`config.mk`:
```
export PLATFORM = sky130hd
export DESIGN_NAME = wuf_seq
export DESIGN_NICKNAME = d
export VERILOG_FILES = /design/src/rtl/weighted_union_find_top_macros.svh /design/src/rtl/wuf_pkg.sv /design/src/rtl/wuf_seq.sv
export SDC_FILE = /design/constraint.sdc
export NUM_CORES = 1
export LEC_CHECK = 0
export BUFFER_PORTS_ARGS = -buffer_cell sky130_fd_sc_hd__buf_2
export CAP_MARGIN = 20
export CORE_MARGIN = 2
export CORE_UTILIZATION = 32
export DETAILED_ROUTE_END_ITERATION = 10
export PLACE_DENSITY_LB_ADDON = 0.25
export SLEW_MARGIN = 40
export SYNTH_ARGS = -nofsm -noshare
export SYNTH_HDL_FRONTEND = slang
export SYNTH_SLANG_ARGS = --single-unit
```
`constraint.sdc`:
```
create_clock -name clk -period 2.3 [get_ports clk]
set_clock_uncertainty 0.05 [all_clocks]
set_input_delay 0.23 -clock clk [delete_from_list [all_inputs] [get_ports clk]]
set_output_delay 0.23 -clock clk [all_outputs]
set_load 0.005 [all_outputs]
```
`src/rtl/weighted_union_find_top_macros.svh`:
```
// ----------------------------------------------------------------------------
// weighted_union_find_top_macros.svh
// Assertion macros used by the union-find datapath file.
// ----------------------------------------------------------------------------
`ifndef WEIGHTED_UNION_FIND_TOP_MACROS_SVH
`define WEIGHTED_UNION_FIND_TOP_MACROS_SVH

`ifndef ASSERT_OFF
// clocked check, masked while reset is held
`define WUF_ASSERT(lbl, prop, msg) \
  lbl: assert property (@(posedge clk) disable iff (!rst_n) prop) else $error(msg);
// clocked check that also holds through reset
`define WUF_ASSERT_ALWAYS(lbl, prop, msg) \
  lbl: assert property (@(posedge clk) prop) else $error(msg);
`else
`define WUF_ASSERT(lbl, prop, msg)
`define WUF_ASSERT_ALWAYS(lbl, prop, msg)
`endif

`endif

```
`src/rtl/wuf_pkg.sv`:
```
// ----------------------------------------------------------------------------
// wuf_pkg
// Types, constants and the control store of the union-find engine.
// ----------------------------------------------------------------------------
package wuf_pkg;

  // vertex store geometry
  localparam int MAX_V  = 1024;
  localparam int VIDX_W = $clog2(MAX_V);
  localparam int CNT_W  = $clog2(MAX_V + 1);
  localparam int CFG_W  = 11;

  typedef logic [VIDX_W-1:0] vidx_t;
  typedef logic [CNT_W-1:0]  cnt_t;

  // item kinds
  localparam logic KIND_UNION = 1'b0;
  localparam logic KIND_QUERY = 1'b1;

  // step counter
  localparam int STEP_W = 4;
  typedef logic [STEP_W-1:0] step_t;

  localparam step_t STEP_IDLE   = STEP_W'(0);
  localparam step_t STEP_CHECK  = STEP_W'(1);
  localparam step_t STEP_WALK_P = STEP_W'(2);
  localparam step_t STEP_WALK_Q = STEP_W'(3);
  localparam step_t STEP_DECIDE = STEP_W'(4);
  localparam step_t STEP_SIZE_P = STEP_W'(5);
  localparam step_t STEP_SIZE_Q = STEP_W'(6);
  localparam step_t STEP_LINK   = STEP_W'(7);
  localparam step_t STEP_EMIT   = STEP_W'(8);
  localparam step_t STEP_LAST   = STEP_EMIT;

  // control word fields
  typedef enum logic [1:0] {CUR_HOLD, CUR_LOAD, CUR_WALK_P, CUR_WALK_Q} cur_op_t;
  typedef enum logic {SZA_RP, SZA_RQ} sza_t;
  typedef enum logic [1:0] {SZC_NONE, SZC_P, SZC_Q} szc_t;
  typedef enum logic [2:0] {
    C_NEVER, C_ALWAYS, C_NO_ACCEPT, C_ERR, C_NOT_ROOT, C_NO_MERGE, C_OUT_BUSY
  } cond_t;

  typedef struct packed {
    logic    ready;
    cur_op_t cur_op;
    sza_t    sza;
    szc_t    sz_cap;
    logic    link;
    logic    emit;
    cond_t   cond;
    step_t   target;
  } ctrl_t;

  // datapath flags seen by the sequencer
  typedef struct packed {
    logic accept;
    logic err;
    logic not_root;
    logic no_merge;
  } stat_t;

  // one result beat
  typedef struct packed {
    vidx_t root_p;
    vidx_t root_q;
    logic  same_set;
    logic  merged;
    cnt_t  set_count;
    logic  index_error;
  } res_t;

  localparam ctrl_t CTRL_NOP = '{
    ready: 1'b0, cur_op: CUR_HOLD, sza: SZA_RP, sz_cap: SZC_NONE,
    link: 1'b0, emit: 1'b0, cond: C_NEVER, target: STEP_IDLE
  };

  // control store: one word per step
  function automatic ctrl_t ucode(step_t s);
    ctrl_t w;
    w = CTRL_NOP;
    unique case (s)
      STEP_IDLE: begin
        w.ready  = 1'b1;
        w.cur_op = CUR_LOAD;
        w.cond   = C_NO_ACCEPT;
        w.target = STEP_IDLE;
      end
      STEP_CHECK: begin
        w.cond   = C_ERR;
        w.target = STEP_EMIT;
      end
      STEP_WALK_P: begin
        w.cur_op = CUR_WALK_P;
        w.cond   = C_NOT_ROOT;
        w.target = STEP_WALK_P;
      end
      STEP_WALK_Q: begin
        w.cur_op = CUR_WALK_Q;
        w.cond   = C_NOT_ROOT;
        w.target = STEP_WALK_Q;
      end
      STEP_DECIDE: begin
        w.sza    = SZA_RP;
        w.cond   = C_NO_MERGE;
        w.target = STEP_EMIT;
      end
      STEP_SIZE_P: begin
        w.sza    = SZA_RQ;
        w.sz_cap = SZC_P;
      end
      STEP_SIZE_Q: begin
        w.sz_cap = SZC_Q;
      end
      STEP_LINK: begin
        w.link = 1'b1;
      end
      STEP_EMIT: begin
        w.emit   = 1'b1;
        w.cond   = C_OUT_BUSY;
        w.target = STEP_EMIT;
      end
      default: begin
        w.cond   = C_ALWAYS;
        w.target = STEP_IDLE;
      end
    endcase
    return w;
  endfunction

endpackage

```
`src/rtl/wuf_seq.sv`:
```
// ----------------------------------------------------------------------------
// wuf_seq
// Step counter and control store fetch with conditional jumps.
// ----------------------------------------------------------------------------
module wuf_seq (
  input  logic            clk,
  input  logic            rst_n,
  input  wuf_pkg::stat_t  stat,
  input  logic            out_busy,
  output wuf_pkg::ctrl_t  ctrl
);
  import wuf_pkg::*;

  step_t pc_r;
  step_t pc_nxt;
  logic  taken;

  // fetch the control word of the current step
  assign ctrl = ucode(pc_r);

  // jump condition
  always_comb begin
    unique case (ctrl.cond)
      C_NEVER:     taken = 1'b0;
      C_ALWAYS:    taken = 1'b1;
      C_NO_ACCEPT: taken = !stat.accept;
      C_ERR:       taken = stat.err;
      C_NOT_ROOT:  taken = stat.not_root;
      C_NO_MERGE:  taken = stat.no_merge;
      C_OUT_BUSY:  taken = out_busy;
      default:     taken = 1'b1;
    endcase
  end

  // next step: jump, or fall through with wrap after the last step
  always_comb begin
    priority if (taken) begin
      pc_nxt = ctrl.target;
    end else if (pc_r >= STEP_LAST) begin
      pc_nxt = STEP_IDLE;
    end else begin
      pc_nxt = pc_r + STEP_W'(1);
    end
  end

  always_ff @(posedge clk) begin
    if (!rst_n) begin
      pc_r <= STEP_IDLE;
    end else begin
      pc_r <= pc_nxt;
    end
  end

endmodule

```
# == After elaboration in Yosys (flattened, before gate mapping) ==
# Cells that the tools add are included.
# word_totals
ff_bits,4
# op_classes
muxes,10
reduce_logical,4
order_cmp,1
n_addsub,1
n_eq_ne,13
# ops
operator,n
one-hot mux 7 bit (7 select lines),1
"equality test 4 x 3 -> 1 bit, second input constant",4
"equality test 3 bit, second input constant",3
"equality test 4 x 2 -> 1 bit, second input constant",2
2-to-1 mux 4 bit,2
"equality test 3 x 2 -> 1 bit, second input constant",2
one-hot mux 1 bit (6 select lines),1
one-hot mux 2 bit (3 select lines),1
"adder 4 x 1 -> 4 bit, second input constant",1
"equality test 4 x 1 -> 1 bit, second input constant",1
"equality test 4 bit, second input constant",1
"greater-or-equal comparator 4 bit, second input constant",1
logical NOT 4 bit,1
2-to-1 mux 1 bit,4
one-hot mux 2 bit (2 select lines),1
logical NOT 3 bit,1
OR reduction 3 bit,1
logical NOT 1 bit,1

# == Longest topological paths before layout ==
# Gate-level depths: netlist of the first run.
# depth
depth_word,6
mapped_depth,7

# == Worst setup path before layout of the first run ==
# OpenSTA, ideal clock, no wires.
# synth_path
path_type,register to register
start,register pc_r[0]
end,register pc_r[2]
path_buffers,0
path_stages_with_launch,8
t_arrival_ns,1.738
setup_time_ns,0.087
t_required_ns,2.163
synth_period_minus_slack_ns,1.875
setup_slack_ns,0.425
path_cell_list,dfxtp_1 -> inv_1 -> ha_1 -> or4b_1 -> o31ai_1 -> o2bb2ai_2 -> a221oi_4 -> nor4b_2
# synth_between
elab_chain_cells,6
# synth_rtl
item,line,rtl
"start, declared",wuf_seq.sv:14,step_t pc_r;
"start signal, assigned",wuf_seq.sv:50,pc_r <= pc_nxt;
equality test 4 x 3 -> 1 bit,wuf_pkg.sv:81,unique case (s)
OR reduction 3 bit (no source line),--,
one-hot mux 7 bit (7 select lines),wuf_pkg.sv:81,
equality test 3 bit (tied with other cells),wuf_seq.sv:23,unique case (ctrl.cond)
one-hot mux 1 bit (6 select lines),wuf_seq.sv:23,
2-to-1 mux 4 bit *,wuf_seq.sv:37,priority if (taken) begin
# Mark *: on every way between the ends. The rest lies on a longest branch, timed or not.
# A chain may end at the register's enable or synchronous reset.

# == Worst setup path in the final report of the first run ==
# Same ends and word-level chain as after synthesis.

==> results of run 1 <==
worst min-delay path: stages:
cell	delay, ns
buf_2	0.14
nand2_1	0.06
mux2i_1	0.06
where the power goes:
group | switching [µW] | internal (µW)
Combinational | 223 | 213
Sequential | 29.3 | 85.1
Clock | 26.8 | 58.2
per-layer routing:
| layer | vias up | track usage | part of all wire |
|---|---|---|---|
| met4 | 0 | 0.0364 | 0 |
| met3 | 0 | 0.0245 | 0.062 |
| met2 | 16 | 0.191 | 0.45 |
| met5 | - | 0 | 0 |
| met1 | 215 | 0.156 | 0.49 |
| li1 | 246 | - | - |
path summary, 6_finish.rpt:
kind / startpoint / to / depth (start not counted)
setup reg to reg: pc_r[0]$_SDFF_PN0_ / pc_r[2]$_SDFF_PP0_ / 7
hold reg to reg: pc_r[1]$_SDFF_PN0_ / pc_r[3]$_SDFF_PN0_ / 2
hold / removal: rst_n / pc_r[0]$_SDFF_PN0_ / 3
setup / recovery: pc_r[0]$_SDFF_PN0_ / pc_r[2]$_SDFF_PP0_ / 7
placed cells by master, fill, tap and decap left out, types with 3 or more instances in the layout:
| master | synthesis | final |
|---|---|---|
| and2_1 | 4 | 4 |
| buf_2 | 0 | 20 |
| clkbuf_4 | 0 | 3 |
| dfxtp_1 | 4 | 4 |
| ha_1 | 4 | 4 |
| inv_1 | 5 | 5 |
| mux2i_1 | 3 | 3 |
| nand2_1 | 8 | 8 |
| nand3b_1 | 3 | 3 |
| nor2_1 | 6 | 6 |
cells by family (layout without fill, tap and decap cells):
| family | Yosys count | in the layout | share of synthesized area |
|---|---|---|---|
| compound gates | 9 | 9 | 0.223 |
| xor+xnor | 1 | 1 | 0.0167 |
| fa+ha+maj | 4 | 4 | 0.0957 |
| buf+inv | 9 | 28 | 0.108 |
| flops | 4 | 4 | 0.153 |
| mux | 3 | 3 | 0.0574 |
| other cells | 1 | 1 | 0.00717 |
| simple gates | 31 | 31 | 0.340 |
cell type report:
type | instances | area [µm²] | share of cell area
multi-input cells | 49 | 387 | 0.616
flip-flops and latches | 4 | 80.1 | 0.127
repair buffers | 20 | 100 | 0.159
clock buffers | 3 | 22.5 | 0.0359
inverters | 5 | 18.8 | 0.0299
well taps | 16 | 20.0 | 0.0319
metrics by stage:
step	utilization	std cells	area, µm²	worst slack, ns	power, µW
2_1_floorplan	-	62	523	0.425	449
3_3_place_gp	0.397	94	606	0.271	550
3_5_place_dp	0.397	94	606	0.278	553
4_1_cts	0.412	97	628	0.257	644
5_1_grt	0.412	97	628	0.128	692
6_report	0.412	97	628	0.262	635
==> out/qor.yml, run 1 <==
status: "complete, no violations"
layout-area-overhead-vs-synth_pct: 20.1
yosys_warnings: 0
cts_root_buf: "clkbuf_4"
path_cells: "inv_1 -> ha_1 -> or4b_1 -> o31ai_1 -> o2bb2ai_2 -> a221oi_4 -> nor4b_2"
grt_pass1_wl_um: 1750
gp_congestion: 0.772
synth_ff_type: "dfxtp_1"
grt_max_degree: 12
async_flop_share: 0
hold_path.class: "in -> reg"
route.detailed.drc: 0
num_antenna_cells: 0
num_vias: 477
clock_path_buffers: 2
power.density_nw_per_um2: 1010
grt_overflow_total: 0
cts_buffers: 3
synthTopCellsByArea: "dfxtp_1, ha_1, mux2i_1"
largest_reg_flops: 4
num_rows: 14
wl_um: 1130
rsz0062_at_grt: "no"
ios: 22
critical_path_arrival_ns: 2.13
yosys.area.top_type: "dfxtp_1"
hold_viol: 0
min_period_ns: 2.04
worst_path_largest_cell_delay_ns: 0.51
ys_seq_area_frac: 0.153
die_w_um: 44.4
synth_top_area_frac: 0.153
crit_slowest_cell: "or4b_1"
grt_use_total: 0.118
synth_area_um2: 523
synth_edf_count: 0
wl_per_cell_um: 11.6
avgSynthCellArea_um2: 8.44
die_area_um2: 1970
syn_inst: 62
critical_path_class: "reg -> reg"
synth_cell_types: 31
largestRegisters: "pc_r: 4 flops"
cts_tree: "yes"
via_per_inst: 4.92
maxCapViolations: 0
fillers: 157
start_util: 0.343
grt_pass1_vias: 406
setup_viol: 0
drv_slew: 0
port_buffers: 20
largest_register: "pc_r"
vdd_ir_drop_max_mv: 0.453
clock-sinks: 4
cp.required_ns: 2.39
first_pass_iters: 4
nets: 94
fin_hold_ws_ns: 0.253
synth.most_common_cell: "nand2_1"
r2r_slack_ns: 0.26
postRouteAntennaNets: 0
drt_iter0_drc: 9
dp_hpwl_um: 934
cts_hold_buf: 0
post_cts_buffers: 0
clk_pin_slew_ns: 0.04
cts_max_level: 1
netlist_top_cells_count: "nand2_1, nor2_1, inv_1"
clk_latency_ns: 0.23
antenna_found_initial: 0
startpoint_type: "flop"
critPathTopFamily: "simple AND/OR/NAND/NOR gates"
maxClockFrequency_mhz: 491
syn_nets: 73
setup-tns-final_ns: 0
cts-resized-gates: 0
fin_crit_sh: 0.886
leakagePower_uw: 0.000318
synth-seq-cells: 4
core_um2: 1520
drive_gt1_frac: 0.395
end_kind: "flop"
crit_fanout: 5
chipHeight_um: 44.4
path_buf_inv: 1
No activity file was read; power rests on OpenSTA's default activity.
==> run 2: changes to the inputs <==
- ABC_AREA: not set -> 1
==> run 2 against run 1 <==
  * Fmax grew 7.3%
  * Synthesized cell count increased by 37%
  * Hold slack worse by 0.048 ns
  * Register-to-register slack better by 0.26 ns
  * Clock power down 2%
  * First-iteration DRC count shrank 67%
  * Sequential power shrank 5%
  * Largest power group unchanged
==> out/qor.yml, run 2 <==
status: "complete, no violations"
rsz0062_at_grt: "no"
netlist_top_cells_count: "nand2_1, inv_1, nor2_1"
min_period_ns: 1.90  # -0.139 ns
critical_path_arrival_ns: 1.62  # -0.51 ns
antenna_found_initial: 0  # unchanged
busiest_layer: "met2"
grt_use_total: 0.124  # +0.00661
port_buffers: 20  # unchanged
ios: 22  # unchanged
cts-resized-gates: 0  # unchanged
post_cts_buffers: 0  # unchanged
maxClockFrequency_mhz: 527  # +7.3%
wl_um: 1020  # -9.8%
yosys_warnings: 0  # unchanged
startpoint_type: "flop"
num_antenna_cells: 0  # unchanged
cts_tree: "yes"
use_met2: 0.197  # +0.00588
first_pass_iters: 2  # -2
fin_hold_ws_ns: 0.206  # -0.0477 ns
grt_pass1_vias: 451  # +11%
synth_ff_type: "dfxtp_1"
num_vias: 525  # +10%
hold_viol: 0  # unchanged
met3_usage: 0.0375  # +0.0130
critical_path_class: "reg -> out"
grt_max_degree: 7  # -5
die_area_um2: 1900  # -3.9%
power.density_nw_per_um2: 1200  # +19%
async_flop_share: 0  # unchanged
hold_path.class: "in -> reg"
synth-seq-cells: 4  # unchanged
largest_reg_flops: 4  # unchanged
cts_max_level: 1  # unchanged
cts_root_buf: "clkbuf_4"
gp_congestion: 0.746  # -3.4%
clock-sinks: 4  # unchanged
met1_usage: 0.154  # -0.00113
synth.most_common_cell: "nand2_1"
drive_gt1_frac: 0.330  # -0.0649
route.detailed.drc: 0  # unchanged
die_w_um: 43.5  # -2.0%
syn_nets: 96  # +32%
synth_top_area_frac: 0.165  # +0.0119
avgSynthCellArea_um2: 5.89  # -30%
synth_edf_count: 0  # unchanged
leakagePower_uw: 0.000414  # +30%
clock_path_buffers: 2  # unchanged
postRouteAntennaNets: 0  # unchanged
cp.required_ns: 2.02  # -0.37 ns
layout-area-overhead-vs-synth_pct: 25.5
cts_buffers: 3  # unchanged
wl_per_cell_um: 8.34  # -28%
end_kind: "output pin"
most-common-layout-cells: "nand2_1, inv_1, buf_2"
chipHeight_um: 43.5  # -2.0%
grt_overflow_total: 0  # unchanged
start_util: 0.336  # -0.00705
synthTopCellsByArea: "nand2_1, dfxtp_1, inv_1"
yosys.area.top_type: "nand2_1"
drt_iter0_drc: 3  # -6
num_rows: 14  # unchanged
setup_viol: 0  # unchanged
nets: 119  # +27%
dp_hpwl_um: 916  # -1.9%
largest_register: "pc_r"
setup-tns-final_ns: 0  # unchanged
cts_hold_buf: 0  # unchanged
core_um2: 1490  # -2.3%
ys_seq_area_frac: 0.160  # +0.00689
drv_slew: 0  # unchanged
largestRegisters: "pc_r: 4 flops"
synth_cell_types: 18  # -42%
maxCapViolations: 0  # unchanged
clk_latency_ns: 0.23  # about the same
syn_inst: 85  # +37%
fin_crit_sh: 0.826  # -0.0604
layout_commonest_cell: "nand2_1"
crit_fanout: 4  # -1
via_per_inst: 4.30  # -12%
clk_pin_slew_ns: 0.04  # about the same
synth_area_um2: 500  # -4.3%
grt_pass1_wl_um: 1790  # +2.0%
vdd_ir_drop_max_mv: 0.459  # +1.3%
==> run 2: cell types whose count changed after synthesis, sizes merged, moves of 2 or more <==
cell    change
nand3b      -3
and2        -4
nor2        +8
nand3       +6
nand4       +3
mux2i       -3
inv        +16
buf         -2
or2         -2
nand2      +17
==> run 2: path summary, 6_finish.rpt <==
kind                       from                  to  slack (ns)  depth (start not counted)
max          pc_r[0]$_SDFF_PN0_             ctrl[4]        0.40                          8
min                       rst_n  pc_r[3]$_SDFF_PN0_        0.21                          3
max reg2reg  pc_r[0]$_SDFF_PN0_  pc_r[1]$_SDFF_PN0_        0.52                         12
min reg2reg  pc_r[1]$_SDFF_PN0_  pc_r[3]$_SDFF_PN0_        0.54                          4
==> run 2: routing by layer <==
metal | vias to the layer above | share of wire
li1 | 292 | -
met1 | 220 | 0.47
met2 | 13 | 0.47
met3 | 0 | 0.058
met4 | 0 | 0
met5 | - | 0
==> run 2: cell type report <==
class                           instances  area [µm²]
Fill cell                             167         861
Sequential cell                         4        80.1
Timing Repair Buffer                   20         100
Multi-Input combinational cell         58         327
Clock buffer                            3        22.5
Inverter                               21        78.8
Tap cell                               16        20.0
==> run 2: logic make-up after synthesis <==
logic type / Yosys count / share of synthesized area
other cells: 1 / 0.00749
simple gates: 50 / 0.508
fa+ha+maj: 4 / 0.100
compound gates: 2 / 0.0200
xor+xnor: 1 / 0.0175
buf+inv: 23 / 0.187
flops: 4 / 0.160
==> run 2: per-stage QoR <==
stage | std cells | worst slack [ns] | cell area, µm² | total power, µW | utilization
floorplan | 85 | 0.677 | 500 | 529 | -
global placement | 119 | 0.518 | 606 | 681 | 0.407
detailed placement | 119 | 0.509 | 606 | 684 | 0.407
CTS | 122 | 0.377 | 628 | 774 | 0.422
global route | 122 | 0.265 | 628 | 860 | 0.422
finish | 122 | 0.401 | 628 | 755 | 0.422
==> run 2: critical path: stages (launching register included) <==
cell     delay (ns)
dfxtp_1        0.38
inv_1          0.10
ha_1           0.26
o21ai_1        0.21
inv_1          0.07
nor2_2         0.12
nand2_2        0.07
nand2_2        0.07
buf_2          0.11
==> run 2: power breakdown <==
part	leakage (µW)	internal, µW	total [µW]	switching (µW)
logic	0.000368	223	563	340
clock network	0.0000138	58.1	83.4	25.3
registers	0.0000329	89.2	108	19.1
total	0.000414	370	755	384
